### config.mk
export PLATFORM = sky130hd
export DESIGN_NAME = http_chunked_decoder_core_flat
export DESIGN_NICKNAME = d
export VERILOG_FILES = /design/src/rtl/core/hcd_pkg.sv /design/src/rtl/core/hcd_if.sv /design/src/rtl/core/http_chunked_decoder_core.sv /design/src/rtl/core/hcd_step.sv /design/src/flat_wrapper.sv
export SDC_FILE = /design/constraint.sdc
export NUM_CORES = 1
export LEC_CHECK = 0
export BUFFER_PORTS_ARGS = -buffer_cell sky130_fd_sc_hd__buf_2
export CORE_MARGIN = 1.5
export CORE_UTILIZATION = 60
export DETAILED_ROUTE_END_ITERATION = 6
export GPL_TIMING_DRIVEN = 0
export PLACE_DENSITY_LB_ADDON = 0.1
export SETUP_SLACK_MARGIN = 0.2
export SLEW_MARGIN = 15
export SYNTH_ARGS = -nofsm -noshare
export SYNTH_HDL_FRONTEND = slang
export SYNTH_SLANG_ARGS = --single-unit
export TNS_END_PERCENT = 20
### constraint.sdc
create_clock -name clk -period 6.32 [get_ports clk]
set_input_delay 0.316 -clock clk [delete_from_list [all_inputs] [get_ports clk]]
set_output_delay 0.316 -clock clk [all_outputs]
set_load 0.1 [all_outputs]
### src/rtl/core/hcd_pkg.sv
// Package for the HTTP chunked decoder core.
// Holds the parse phase type, status codes, control-state struct and byte helpers.
// No dependencies; compile first.
package hcd_pkg;

	localparam int OUT_LEN_W = 48;

	localparam logic [7:0] CHAR_CR = 8'h0d;
	localparam logic [7:0] CHAR_LF = 8'h0a;

	typedef enum logic [2:0] {
		PH_SIZE      = 3'd0,
		PH_DATA      = 3'd1,
		PH_DATA_CRLF = 3'd2,
		PH_LAST_CRLF = 3'd3,
		PH_DONE_OK   = 3'd4,
		PH_DONE_BAD  = 3'd5
	} phase_t;

	typedef enum logic [1:0] {
		ST_RUNNING    = 2'd0,
		ST_COMPLETE   = 2'd1,
		ST_MALFORMED  = 2'd2,
		ST_INCOMPLETE = 2'd3
	} status_t;

	typedef struct packed {
		phase_t phase;
		logic   pending_cr;
		logic   line_bad;
		logic   first_ok;
		logic   pair_second;
	} hcd_ctl_t;

	localparam hcd_ctl_t CTL_RESET = '{
		phase: PH_SIZE, pending_cr: 1'b0, line_bad: 1'b0,
		first_ok: 1'b0, pair_second: 1'b0
	};

	// Returns {is_hex, digit value}.
	function automatic logic [4:0] hex_digit(input logic [7:0] b);
		logic [4:0] r;
		r = '0;
		if (b >= 8'h30 && b <= 8'h39) begin
			r = {1'b1, 4'(b - 8'h30)};
		end else if (b >= 8'h61 && b <= 8'h66) begin
			r = {1'b1, 4'(b - 8'h57)};
		end else if (b >= 8'h41 && b <= 8'h46) begin
			r = {1'b1, 4'(b - 8'h37)};
		end
		return r;
	endfunction

endpackage

### src/rtl/core/hcd_if.sv
// Stream interfaces for the HTTP chunked decoder core: raw body bytes in, results out.
// Depends on nothing; compile after hcd_pkg.
interface hcd_body_if;
	logic       valid;
	logic       ready;
	logic [7:0] in_byte;
	logic       start_req;
	logic       in_last;

	modport source (output valid, output in_byte, output start_req, output in_last,
		input ready);
	modport sink (input valid, input in_byte, input start_req, input in_last,
		output ready);
endinterface

interface hcd_result_if;
	logic        valid;
	logic        ready;
	logic        has_byte;
	logic [7:0]  out_byte;
	logic [1:0]  status;
	logic [47:0] decoded_length;
	logic [47:0] consumed_length;

	modport source (output valid, output has_byte, output out_byte, output status,
		output decoded_length, output consumed_length, input ready);
	modport sink (input valid, input has_byte, input out_byte, input status,
		input decoded_length, input consumed_length, output ready);
endinterface

### src/rtl/core/http_chunked_decoder_core.sv
// Top level of the HTTP chunked transfer decoder.
// Depends on hcd_pkg, hcd_if (hcd_body_if, hcd_result_if) and hcd_step.
//
// The body channel takes one raw byte of a chunked HTTP body per word, with
// start_req to begin a new body before that byte and in_last to flag the
// final available byte. The result channel gives exactly one word per body
// word: the decoded data byte when there is one, the parse status and the
// saturating decoded and consumed byte counts.
// A byte is captured in an input register and processed by the parse logic,
// which writes the result into the output register when that register is
// empty or its word is being taken.
// Throughput is one word per cycle while the result receiver keeps up, set by
// the parse state update between the input and output registers.
// Reset clears the parse state to the start of a size line with zero counts
// and empties both registers. When the result receiver stalls, the output
// register holds its word and the input register keeps one more byte; body
// ready drops only when both are occupied.
module http_chunked_decoder_core
	import hcd_pkg::*;
#(
	parameter int SIZE_LIMIT_LOG2 = 40,
	parameter int LENGTH_BITS     = 48
) (
	input  logic         clk,
	input  logic         arst_n,
	hcd_body_if.sink     body,
	hcd_result_if.source result
);

	localparam int CH_W = SIZE_LIMIT_LOG2 + 1;

	logic                   valid_s1;
	logic [7:0]             byte_s1;
	logic                   start_s1;
	logic                   last_s1;

	hcd_ctl_t               ctl_q;
	logic [CH_W-1:0]        chunk_q;
	logic [CH_W-1:0]        left_q;
	logic [LENGTH_BITS-1:0] decoded_q;
	logic [LENGTH_BITS-1:0] consumed_q;

	hcd_ctl_t               nxt_ctl;
	logic [CH_W-1:0]        nxt_chunk;
	logic [CH_W-1:0]        nxt_left;
	logic [LENGTH_BITS-1:0] nxt_decoded;
	logic [LENGTH_BITS-1:0] nxt_consumed;
	logic                   step_has;
	logic [7:0]             step_byte;
	status_t                step_status;

	logic                   valid_s2;
	logic                   has_s2;
	logic [7:0]             byte_s2;
	status_t                status_s2;
	logic [LENGTH_BITS-1:0] decoded_s2;
	logic [LENGTH_BITS-1:0] consumed_s2;

	logic                   advance;

	assign advance = valid_s1 && (!valid_s2 || result.ready);
	assign body.ready = !valid_s1 || advance;

	hcd_step #(
		.SIZE_LIMIT_LOG2 (SIZE_LIMIT_LOG2),
		.LENGTH_BITS     (LENGTH_BITS)
	) u_step (
		.in_byte      (byte_s1),
		.start_req    (start_s1),
		.in_last      (last_s1),
		.cur_ctl      (ctl_q),
		.cur_chunk    (chunk_q),
		.cur_left     (left_q),
		.cur_decoded  (decoded_q),
		.cur_consumed (consumed_q),
		.nxt_ctl      (nxt_ctl),
		.nxt_chunk    (nxt_chunk),
		.nxt_left     (nxt_left),
		.nxt_decoded  (nxt_decoded),
		.nxt_consumed (nxt_consumed),
		.has_byte     (step_has),
		.out_byte     (step_byte),
		.status       (step_status)
	);

	always_ff @(posedge clk or negedge arst_n) begin
		if (!arst_n) begin
			valid_s1 <= 1'b0;
		end else if (body.ready) begin
			valid_s1 <= body.valid;
		end
	end

	always_ff @(posedge clk) begin
		if (body.valid && body.ready) begin
			byte_s1 <= body.in_byte;
			start_s1 <= body.start_req;
			last_s1 <= body.in_last;
		end
	end

	always_ff @(posedge clk or negedge arst_n) begin
		if (!arst_n) begin
			ctl_q <= CTL_RESET;
			chunk_q <= '0;
			left_q <= '0;
			decoded_q <= '0;
			consumed_q <= '0;
		end else if (advance) begin
			ctl_q <= nxt_ctl;
			chunk_q <= nxt_chunk;
			left_q <= nxt_left;
			decoded_q <= nxt_decoded;
			consumed_q <= nxt_consumed;
		end
	end

	always_ff @(posedge clk or negedge arst_n) begin
		if (!arst_n) begin
			valid_s2 <= 1'b0;
		end else if (advance) begin
			valid_s2 <= 1'b1;
		end else if (result.ready) begin
			valid_s2 <= 1'b0;
		end
	end

	always_ff @(posedge clk) begin
		if (advance) begin
			has_s2 <= step_has;
			byte_s2 <= step_byte;
			status_s2 <= step_status;
			decoded_s2 <= nxt_decoded;
			consumed_s2 <= nxt_consumed;
		end
	end

	assign result.valid = valid_s2;
	assign result.has_byte = has_s2;
	assign result.out_byte = byte_s2;
	assign result.status = status_s2;

	generate
		if (LENGTH_BITS >= OUT_LEN_W) begin : g_len_trunc
			assign result.decoded_length = decoded_s2[OUT_LEN_W-1:0];
			assign result.consumed_length = consumed_s2[OUT_LEN_W-1:0];
		end else begin : g_len_ext
			assign result.decoded_length = {{(OUT_LEN_W-LENGTH_BITS){1'b0}}, decoded_s2};
			assign result.consumed_length = {{(OUT_LEN_W-LENGTH_BITS){1'b0}}, consumed_s2};
		end
	endgenerate

	a_byte_only_running: assert property (@(posedge clk) disable iff (!arst_n)
		valid_s2 && has_s2 |-> status_s2 == ST_RUNNING || status_s2 == ST_INCOMPLETE)
		else $error("decoded byte reported with a final status");

	a_done_holds_counts: assert property (@(posedge clk) disable iff (!arst_n)
		advance && !start_s1 && (ctl_q.phase == PH_DONE_OK || ctl_q.phase == PH_DONE_BAD)
		|=> $stable(decoded_q) && $stable(consumed_q))
		else $error("counters moved after the body ended");

	a_data_has_bytes: assert property (@(posedge clk) disable iff (!arst_n)
		ctl_q.phase == PH_DATA |-> left_q != '0)
		else $error("data phase with no bytes left");

	a_cr_in_size_line: assert property (@(posedge clk) disable iff (!arst_n)
		ctl_q.pending_cr |-> ctl_q.phase == PH_SIZE)
		else $error("pending CR outside a size line");

endmodule

### src/rtl/core/hcd_step.sv
// Next-state and result logic for one raw byte of the chunked body.
// Purely combinational; depends on hcd_pkg.
module hcd_step
	import hcd_pkg::*;
#(
	parameter int SIZE_LIMIT_LOG2 = 40,
	parameter int LENGTH_BITS     = 48
) (
	input  logic [7:0]                 in_byte,
	input  logic                       start_req,
	input  logic                       in_last,
	input  hcd_ctl_t                   cur_ctl,
	input  logic [SIZE_LIMIT_LOG2:0]   cur_chunk,
	input  logic [SIZE_LIMIT_LOG2:0]   cur_left,
	input  logic [LENGTH_BITS-1:0]     cur_decoded,
	input  logic [LENGTH_BITS-1:0]     cur_consumed,
	output hcd_ctl_t                   nxt_ctl,
	output logic [SIZE_LIMIT_LOG2:0]   nxt_chunk,
	output logic [SIZE_LIMIT_LOG2:0]   nxt_left,
	output logic [LENGTH_BITS-1:0]     nxt_decoded,
	output logic [LENGTH_BITS-1:0]     nxt_consumed,
	output logic                       has_byte,
	output logic [7:0]                 out_byte,
	output status_t                    status
);

	localparam int CH_W = SIZE_LIMIT_LOG2 + 1;
	localparam int NV_W = CH_W + 4;
	localparam logic [NV_W-1:0] SIZE_LIMIT = NV_W'(1) << SIZE_LIMIT_LOG2;
	localparam logic [LENGTH_BITS-1:0] CNT_MAX = '1;

	always_comb begin
		logic [4:0]      hex;
		logic [NV_W-1:0] nv;
		logic            go;
		logic            ok;
		hex = hex_digit(in_byte);
		nv = {cur_chunk, hex[3:0]};
		go = 1'b1;
		ok = 1'b0;
		nxt_ctl = cur_ctl;
		nxt_chunk = cur_chunk;
		nxt_left = cur_left;
		nxt_decoded = cur_decoded;
		nxt_consumed = cur_consumed;
		has_byte = 1'b0;
		out_byte = '0;
		if (start_req) begin
			nxt_ctl = CTL_RESET;
			nxt_chunk = '0;
			nxt_left = '0;
			nxt_decoded = '0;
			nxt_consumed = '0;
			nv = {CH_W'(0), hex[3:0]};
		end
		if (nxt_ctl.phase != PH_DONE_OK && nxt_ctl.phase != PH_DONE_BAD) begin
			if (nxt_consumed != CNT_MAX) begin
				nxt_consumed = nxt_consumed + LENGTH_BITS'(1);
			end
			case (nxt_ctl.phase)
				PH_SIZE: begin
					if (nxt_ctl.pending_cr) begin
						nxt_ctl.pending_cr = 1'b0;
						if (in_byte == CHAR_LF) begin
							go = 1'b0;
							if (nxt_ctl.line_bad) begin
								nxt_ctl.phase = PH_DONE_BAD;
							end else if (nxt_chunk == '0) begin
								nxt_ctl.phase = PH_LAST_CRLF;
								nxt_ctl.pair_second = 1'b0;
							end else begin
								nxt_left = nxt_chunk;
								nxt_ctl.phase = PH_DATA;
							end
						end else begin
							nxt_ctl.line_bad = 1'b1;
						end
					end
					if (go) begin
						if (in_byte == CHAR_CR) begin
							nxt_ctl.pending_cr = 1'b1;
						end else if (!hex[4]) begin
							nxt_ctl.line_bad = 1'b1;
						end else if (!nxt_ctl.line_bad) begin
							if (nv > SIZE_LIMIT) begin
								nxt_ctl.line_bad = 1'b1;
							end else begin
								nxt_chunk = nv[CH_W-1:0];
							end
						end
					end
				end
				PH_DATA: begin
					has_byte = 1'b1;
					out_byte = in_byte;
					if (nxt_decoded != CNT_MAX) begin
						nxt_decoded = nxt_decoded + LENGTH_BITS'(1);
					end
					if (nxt_left != '0) begin
						nxt_left = nxt_left - CH_W'(1);
					end
					if (nxt_left == '0) begin
						nxt_ctl.phase = PH_DATA_CRLF;
						nxt_ctl.pair_second = 1'b0;
					end
				end
				default: begin
					if (!nxt_ctl.pair_second) begin
						nxt_ctl.first_ok = (in_byte == CHAR_CR);
						nxt_ctl.pair_second = 1'b1;
					end else begin
						nxt_ctl.pair_second = 1'b0;
						ok = nxt_ctl.first_ok && (in_byte == CHAR_LF);
						if (nxt_ctl.phase == PH_DATA_CRLF) begin
							if (ok) begin
								nxt_ctl.phase = PH_SIZE;
								nxt_chunk = '0;
								nxt_ctl.line_bad = 1'b0;
								nxt_ctl.pending_cr = 1'b0;
							end else begin
								nxt_ctl.phase = PH_DONE_BAD;
							end
						end else begin
							nxt_ctl.phase = ok ? PH_DONE_OK : PH_DONE_BAD;
						end
					end
				end
			endcase
		end
		if (nxt_ctl.phase == PH_DONE_OK) begin
			status = ST_COMPLETE;
		end else if (nxt_ctl.phase == PH_DONE_BAD) begin
			status = ST_MALFORMED;
		end else begin
			status = in_last ? ST_INCOMPLETE : ST_RUNNING;
		end
	end

endmodule
### src/flat_wrapper.sv
// flat-port wrapper written by rule: the top's interface ports become plain ports
module http_chunked_decoder_core_flat import hcd_pkg::*;
#(
	parameter int SIZE_LIMIT_LOG2 = 40,
	parameter int LENGTH_BITS     = 48
)
  (clk, arst_n, body_valid, body_in_byte, body_start_req, body_in_last, body_ready, result_valid, result_has_byte, result_out_byte, result_status, result_decoded_length, result_consumed_length, result_ready);
  hcd_body_if body_i ();
  hcd_result_if result_i ();
  input  logic clk;
  input  logic arst_n;
  input wire logic [$bits(body_i.valid)-1:0] body_valid;
  input wire logic [$bits(body_i.in_byte)-1:0] body_in_byte;
  input wire logic [$bits(body_i.start_req)-1:0] body_start_req;
  input wire logic [$bits(body_i.in_last)-1:0] body_in_last;
  output wire logic [$bits(body_i.ready)-1:0] body_ready;
  output wire logic [$bits(result_i.valid)-1:0] result_valid;
  output wire logic [$bits(result_i.has_byte)-1:0] result_has_byte;
  output wire logic [$bits(result_i.out_byte)-1:0] result_out_byte;
  output wire logic [$bits(result_i.status)-1:0] result_status;
  output wire logic [$bits(result_i.decoded_length)-1:0] result_decoded_length;
  output wire logic [$bits(result_i.consumed_length)-1:0] result_consumed_length;
  input wire logic [$bits(result_i.ready)-1:0] result_ready;
  assign body_i.valid = body_valid;
  assign body_i.in_byte = body_in_byte;
  assign body_i.start_req = body_start_req;
  assign body_i.in_last = body_in_last;
  assign body_ready = body_i.ready;
  assign result_valid = result_i.valid;
  assign result_has_byte = result_i.has_byte;
  assign result_out_byte = result_i.out_byte;
  assign result_status = result_i.status;
  assign result_decoded_length = result_i.decoded_length;
  assign result_consumed_length = result_i.consumed_length;
  assign result_i.ready = result_ready;
  http_chunked_decoder_core #(.SIZE_LIMIT_LOG2(SIZE_LIMIT_LOG2), .LENGTH_BITS(LENGTH_BITS)) u_core (.clk(clk), .arst_n(arst_n), .body(body_i), .result(result_i));
endmodule
==> PnR_summary.wiki <==
{| class="wikitable"
! Metric !! Value
|-
| Sum of overflow across all layers after global routing || 0
|-
| Via count of the routed design || 15453
|-
| Clock tree from TritonCTS || yes
|-
| Sequential Area || 0.00819 mm^2
|-
| Nature of the critical path startpoint || flip-flop
|-
| Yosys top cell area share || 0.277
|-
| Synth unique cells || 87
|-
| Detailed-route wire length per cell || 23.5 um
|-
| Effective utilization at floorplan || 0.608
|-
| Critical Path RT || 6.85 ns
|-
| Total number of nets in the final design || 1993
|-
| Status || finished with violations
|-
| Most repeated cell in the gate-level netlist after synthesis || sky130_fd_sc_hd__nand2_1
|-
| Cells on worst reg2reg path || 16
|-
| Fraction of synthesized area in multiplexers || 0.0426
|-
| Number of H-tree levels || 1
|-
| Synthesized-area fraction occupied by ao, oa, aoi and oai cells || 0.148
|-
| Number of CTS-inserted buffers || 31
|-
| Path type of the worst setup path || reg2reg
|-
| Standard cell area after detailed placement || 0.0181 mm^2
|-
| Final instance area || 0.0193 mm^2
|-
| Insertion delay of the later-clocked pin in the worst-skew pair || 0.60 ns
|-
| Crit path top cell by count || sky130_fd_sc_hd__clkbuf_2
|-
| Die width || 171 um
|-
| Top area cells in the synthesized netlist || sky130_fd_sc_hd__dfrtp_1 28%, sky130_fd_sc_hd__edfxtp_1 21%, sky130_fd_sc_hd__nand2_1 6.1%, sky130_fd_sc_hd__nor2_1 4.5%, sky130_fd_sc_hd__mux2i_1 3.8%
|-
| Antenna Nets Post-Route || 0
|-
| Detailed-route DRC error count || 14
|-
| # port buffers || 122
|-
| Global-route wire length before repair || 83.8 mm
|-
| Sum of routed wire length over all layers || 55.7 mm
|-
| Critical path arrival || 6.59 ns
|-
| Via count normalized by instance count || 6.51
|-
| Slew of the pin with the lowest slew margin || 1.16 ns
|-
| Static Leakage || 7.85 nW
|-
| Count of boundary I/O pins || 123
|-
| Crit path capture type || flip-flop
|-
| Final HPWL DP || 40.0 mm
|-
| Multi-input logic area || 0.00815 mm^2
|-
| Final count of pins violating max slew || 0
|-
| Master cell of the clock root buffer || sky130_fd_sc_hd__clkbuf_16
|-
| Adder-cell share of the synthesized area || 0.00518
|-
| Row cnt || 61
|-
| Fraction of the yosys area taken by sequential cells || 0.485
|-
| Post-synth top cells || 274 x sky130_fd_sc_hd__nand2_1, 203 x sky130_fd_sc_hd__nor2_1, 187 x sky130_fd_sc_hd__dfrtp_1
|-
| Worst-path maximum fanout || 10
|-
| Max_cap viols || 0
|-
| Hold violation count in the final report || 0
|-
| Total number of clock tree sinks || 304
|-
| Post-Synthesis Cells || 1801
|-
| Worst Hold Path Cells || 3
|-
| Dominant combinational cell family by area after synthesis || simple AND/OR/NAND/NOR gates
|-
| Hold crit path type || in2reg
|-
| DIE AREA || 0.0292 mm^2
|-
| Post-synthesis average cell area || 9.38 um^2
|-
| Number of endpoints failing setup at the final stage || 0
|-
| Total of warnings raised by yosys || 0
|-
| Number of synthesized flops with an enable pin || 117
|-
| Syn Nets || 1822
|-
| CP max-delay cell || sky130_fd_sc_hd__edfxtp_1
|-
| Maximum frequency from static timing analysis || 165 MHz
|-
| Flip-flop and latch count after synthesis || 304
|-
| Detailed Route Iter0 Violations || 1821
|-
| Power Dens Cells || 309 mW/mm^2
|-
| Worst slack on hold paths || 0.0218 ns
|-
| Maximum clock skew at final layout || 0.0171 ns
|-
| Antenna violations before repair || 0
|-
| First-pass iteration count of the detailed router || 7
|-
| Via count of the first global-routing pass || 14260
|-
| Failing checks || DRC
|-
| Leading register cell type out of synthesis || sky130_fd_sc_hd__dfrtp_1
|-
| Vertical die dimension || 171 um
|-
| Dominant cell type by area after synthesis || sky130_fd_sc_hd__dfrtp_1
|-
| Pin count of the biggest net entering global routing || 68
|-
| Fraction of final layout cells sized beyond drive strength 1 || 0.118
|-
| XOR/XNOR Fraction of Synth Area || 0.0524
|-
| Worst setup slack after placement || -0.557 ns
|-
| Cell-by-cell listing of the critical path || inv_1, buf_2, clkbuf_2, clkbuf_2, clkbuf_2, clkbuf_2, nand2_1, ha_1, nand2_1, a21oi_2, o211ai_1, o211a_1, or4_1, a2111o_1, nor2_2, a31o_1
|-
| Summed instance area of the synthesized netlist || 0.0169 mm^2
|-
| Layout overhead on the synthesized area || 14.0%
|-
| Routability cong. || 1.02
|-
| Setup repair after global routing missed its margin || no
|-
| Placeable core area || 0.0278 mm^2
|-
| Synth async-reset ratio || 0.615
|-
| Simple-gate area share of the yosys netlist || 0.233
|-
| Final min period || 6.05 ns
|-
| Count of inserted antenna diode cells || 0
|-
| Final period utilization || 0.957
|-
| Overall global routing resource usage || 0.382
|-
| Final total power || 0.00596 W
|-
| Post-layout worst setup margin || 0.269 ns
|-
| Max stage delay on crit path || 0.76 ns
|-
| Remaining max-slew budget at the tightest pin || 0.227
|-
| Maximum buffer depth of the clock tree || 3
|-
| Filler Cell Count || 2191
|-
| Register clock-pin slew on the reported worst setup and hold paths || 0.06 ns
|-
| Peak supply drop || 0.246 mV
|-
| Setup TNS || 0 ns
|}
cells by family (layout without fill, tap and decap cells):
group                    after synthesis  in the layout
adder cells (fa/ha/maj)                7              7
flip-flops                           304            304
AO/OA/AOI/OAI                        373            373
XOR/XNOR                             101            101
multiplexers                          71             71
buffers and inverters                138            334
AND/OR/NAND/NOR                      807            807
critical path: cells and delay by family, from the launching register on:
| kind | cells | cell delay, ns |
|---|---|---|
| adders and majority gates | 1 | 0.31 |
| buffers and inverters | 6 | 2.26 |
| DFF | 1 | 0.76 |
| AOI/OAI and AO/OA | 5 | 1.44 |
| and+or+nand+nor | 4 | 1.21 |
cell usage in the layout (no fill, tap or decap), types with 49 or more instances in the layout:
master and instances:
sky130_fd_sc_hd__mux2i_1 64, sky130_fd_sc_hd__nor2_1 203, sky130_fd_sc_hd__a21oi_1 63, sky130_fd_sc_hd__o21ai_0 108, sky130_fd_sc_hd__nand3_1 54, sky130_fd_sc_hd__edfxtp_1 117
sky130_fd_sc_hd__a22o_1 49, sky130_fd_sc_hd__nand2_1 274, sky130_fd_sc_hd__clkbuf_1 78, sky130_fd_sc_hd__xnor2_1 66, sky130_fd_sc_hd__buf_2 142, sky130_fd_sc_hd__dfrtp_1 187
routing by layer:
layer / track usage / share of wire
met5: 0 / 0
met4: 0.166 / 0.049
met3: 0.0555 / 0.10
met1: 0.504 / 0.38
met2: 0.631 / 0.47
state kept, by name, indices dropped and copies added, names as in the netlist:
signal / cells
u_core.result.valid: 1
u_core.start_s1: 1
u_core.valid_s1: 1
u_core.left_q: 41
u_core.result.out_byte: 8
u_core.decoded_q: 48
u_core.result.decoded_length: 48
u_core.last_s1: 1
u_core.result.has_byte: 1
u_core.chunk_q: 41
u_core.result.consumed_length: 48
u_core.consumed_q: 48
u_core.byte_s1: 8
u_core.ctl_q: 7
u_core.result.status: 2
final cells by class:
| cell class | count | share of cell area |
|---|---|---|
| clock inverter | 17 | 0.0101 |
| inverter | 26 | 0.00506 |
| timing repair buffer | 138 | 0.0434 |
| tap | 378 | 0.0245 |
| clock buffer | 41 | 0.0443 |
| buffer | 112 | 0.0248 |
| multi-input combinational | 1359 | 0.423 |
| sequential | 304 | 0.425 |
through the flow:
step / util / cells
2_1_floorplan: - / 1801
3_3_place_gp: 0.647 / 2301
3_5_place_dp: 0.651 / 2305
4_1_cts: 0.694 / 2375
5_1_grt: 0.694 / 2375
6_report: 0.694 / 2375
final timing paths:
check | startpoint | endpoint | slack (ns)
max | u_core.start_s1 | u_core.ctl_q[5] | 0.27
min | result_ready | u_core.result.valid | 0.02
max reg2reg | u_core.start_s1 | u_core.ctl_q[5] | 0.27
min reg2reg | u_core.consumed_q[1] | u_core.consumed_q[1] | 0.47
max in group asynchronous | arst_n | u_core.left_q[20] | 5.35
min in group asynchronous | arst_n | u_core.decoded_q[23] | 0.22
where the power goes:
group	internal, W	total (W)	leakage (nW)	switching [W]
sequential	0.00219	0.00232	3.74	0.000132
combinational	0.000459	0.00175	3.61	0.00129
clock	0.00111	0.00189	0.502	0.000787
total	0.00376	0.00596	7.85	0.00221
what timing repair did:
| item | CTS | global route |
|---|---|---|
| endpoints found under the setup margin | 10 | 3 |
| hold buffers | 12 | 0 |
| endpoints found under the hold margin | 65 | 0 |
| resized for setup | 3 | 3 |
| buffers inserted | 0 | 0 |
No activity file was read; power rests on OpenSTA's default activity.
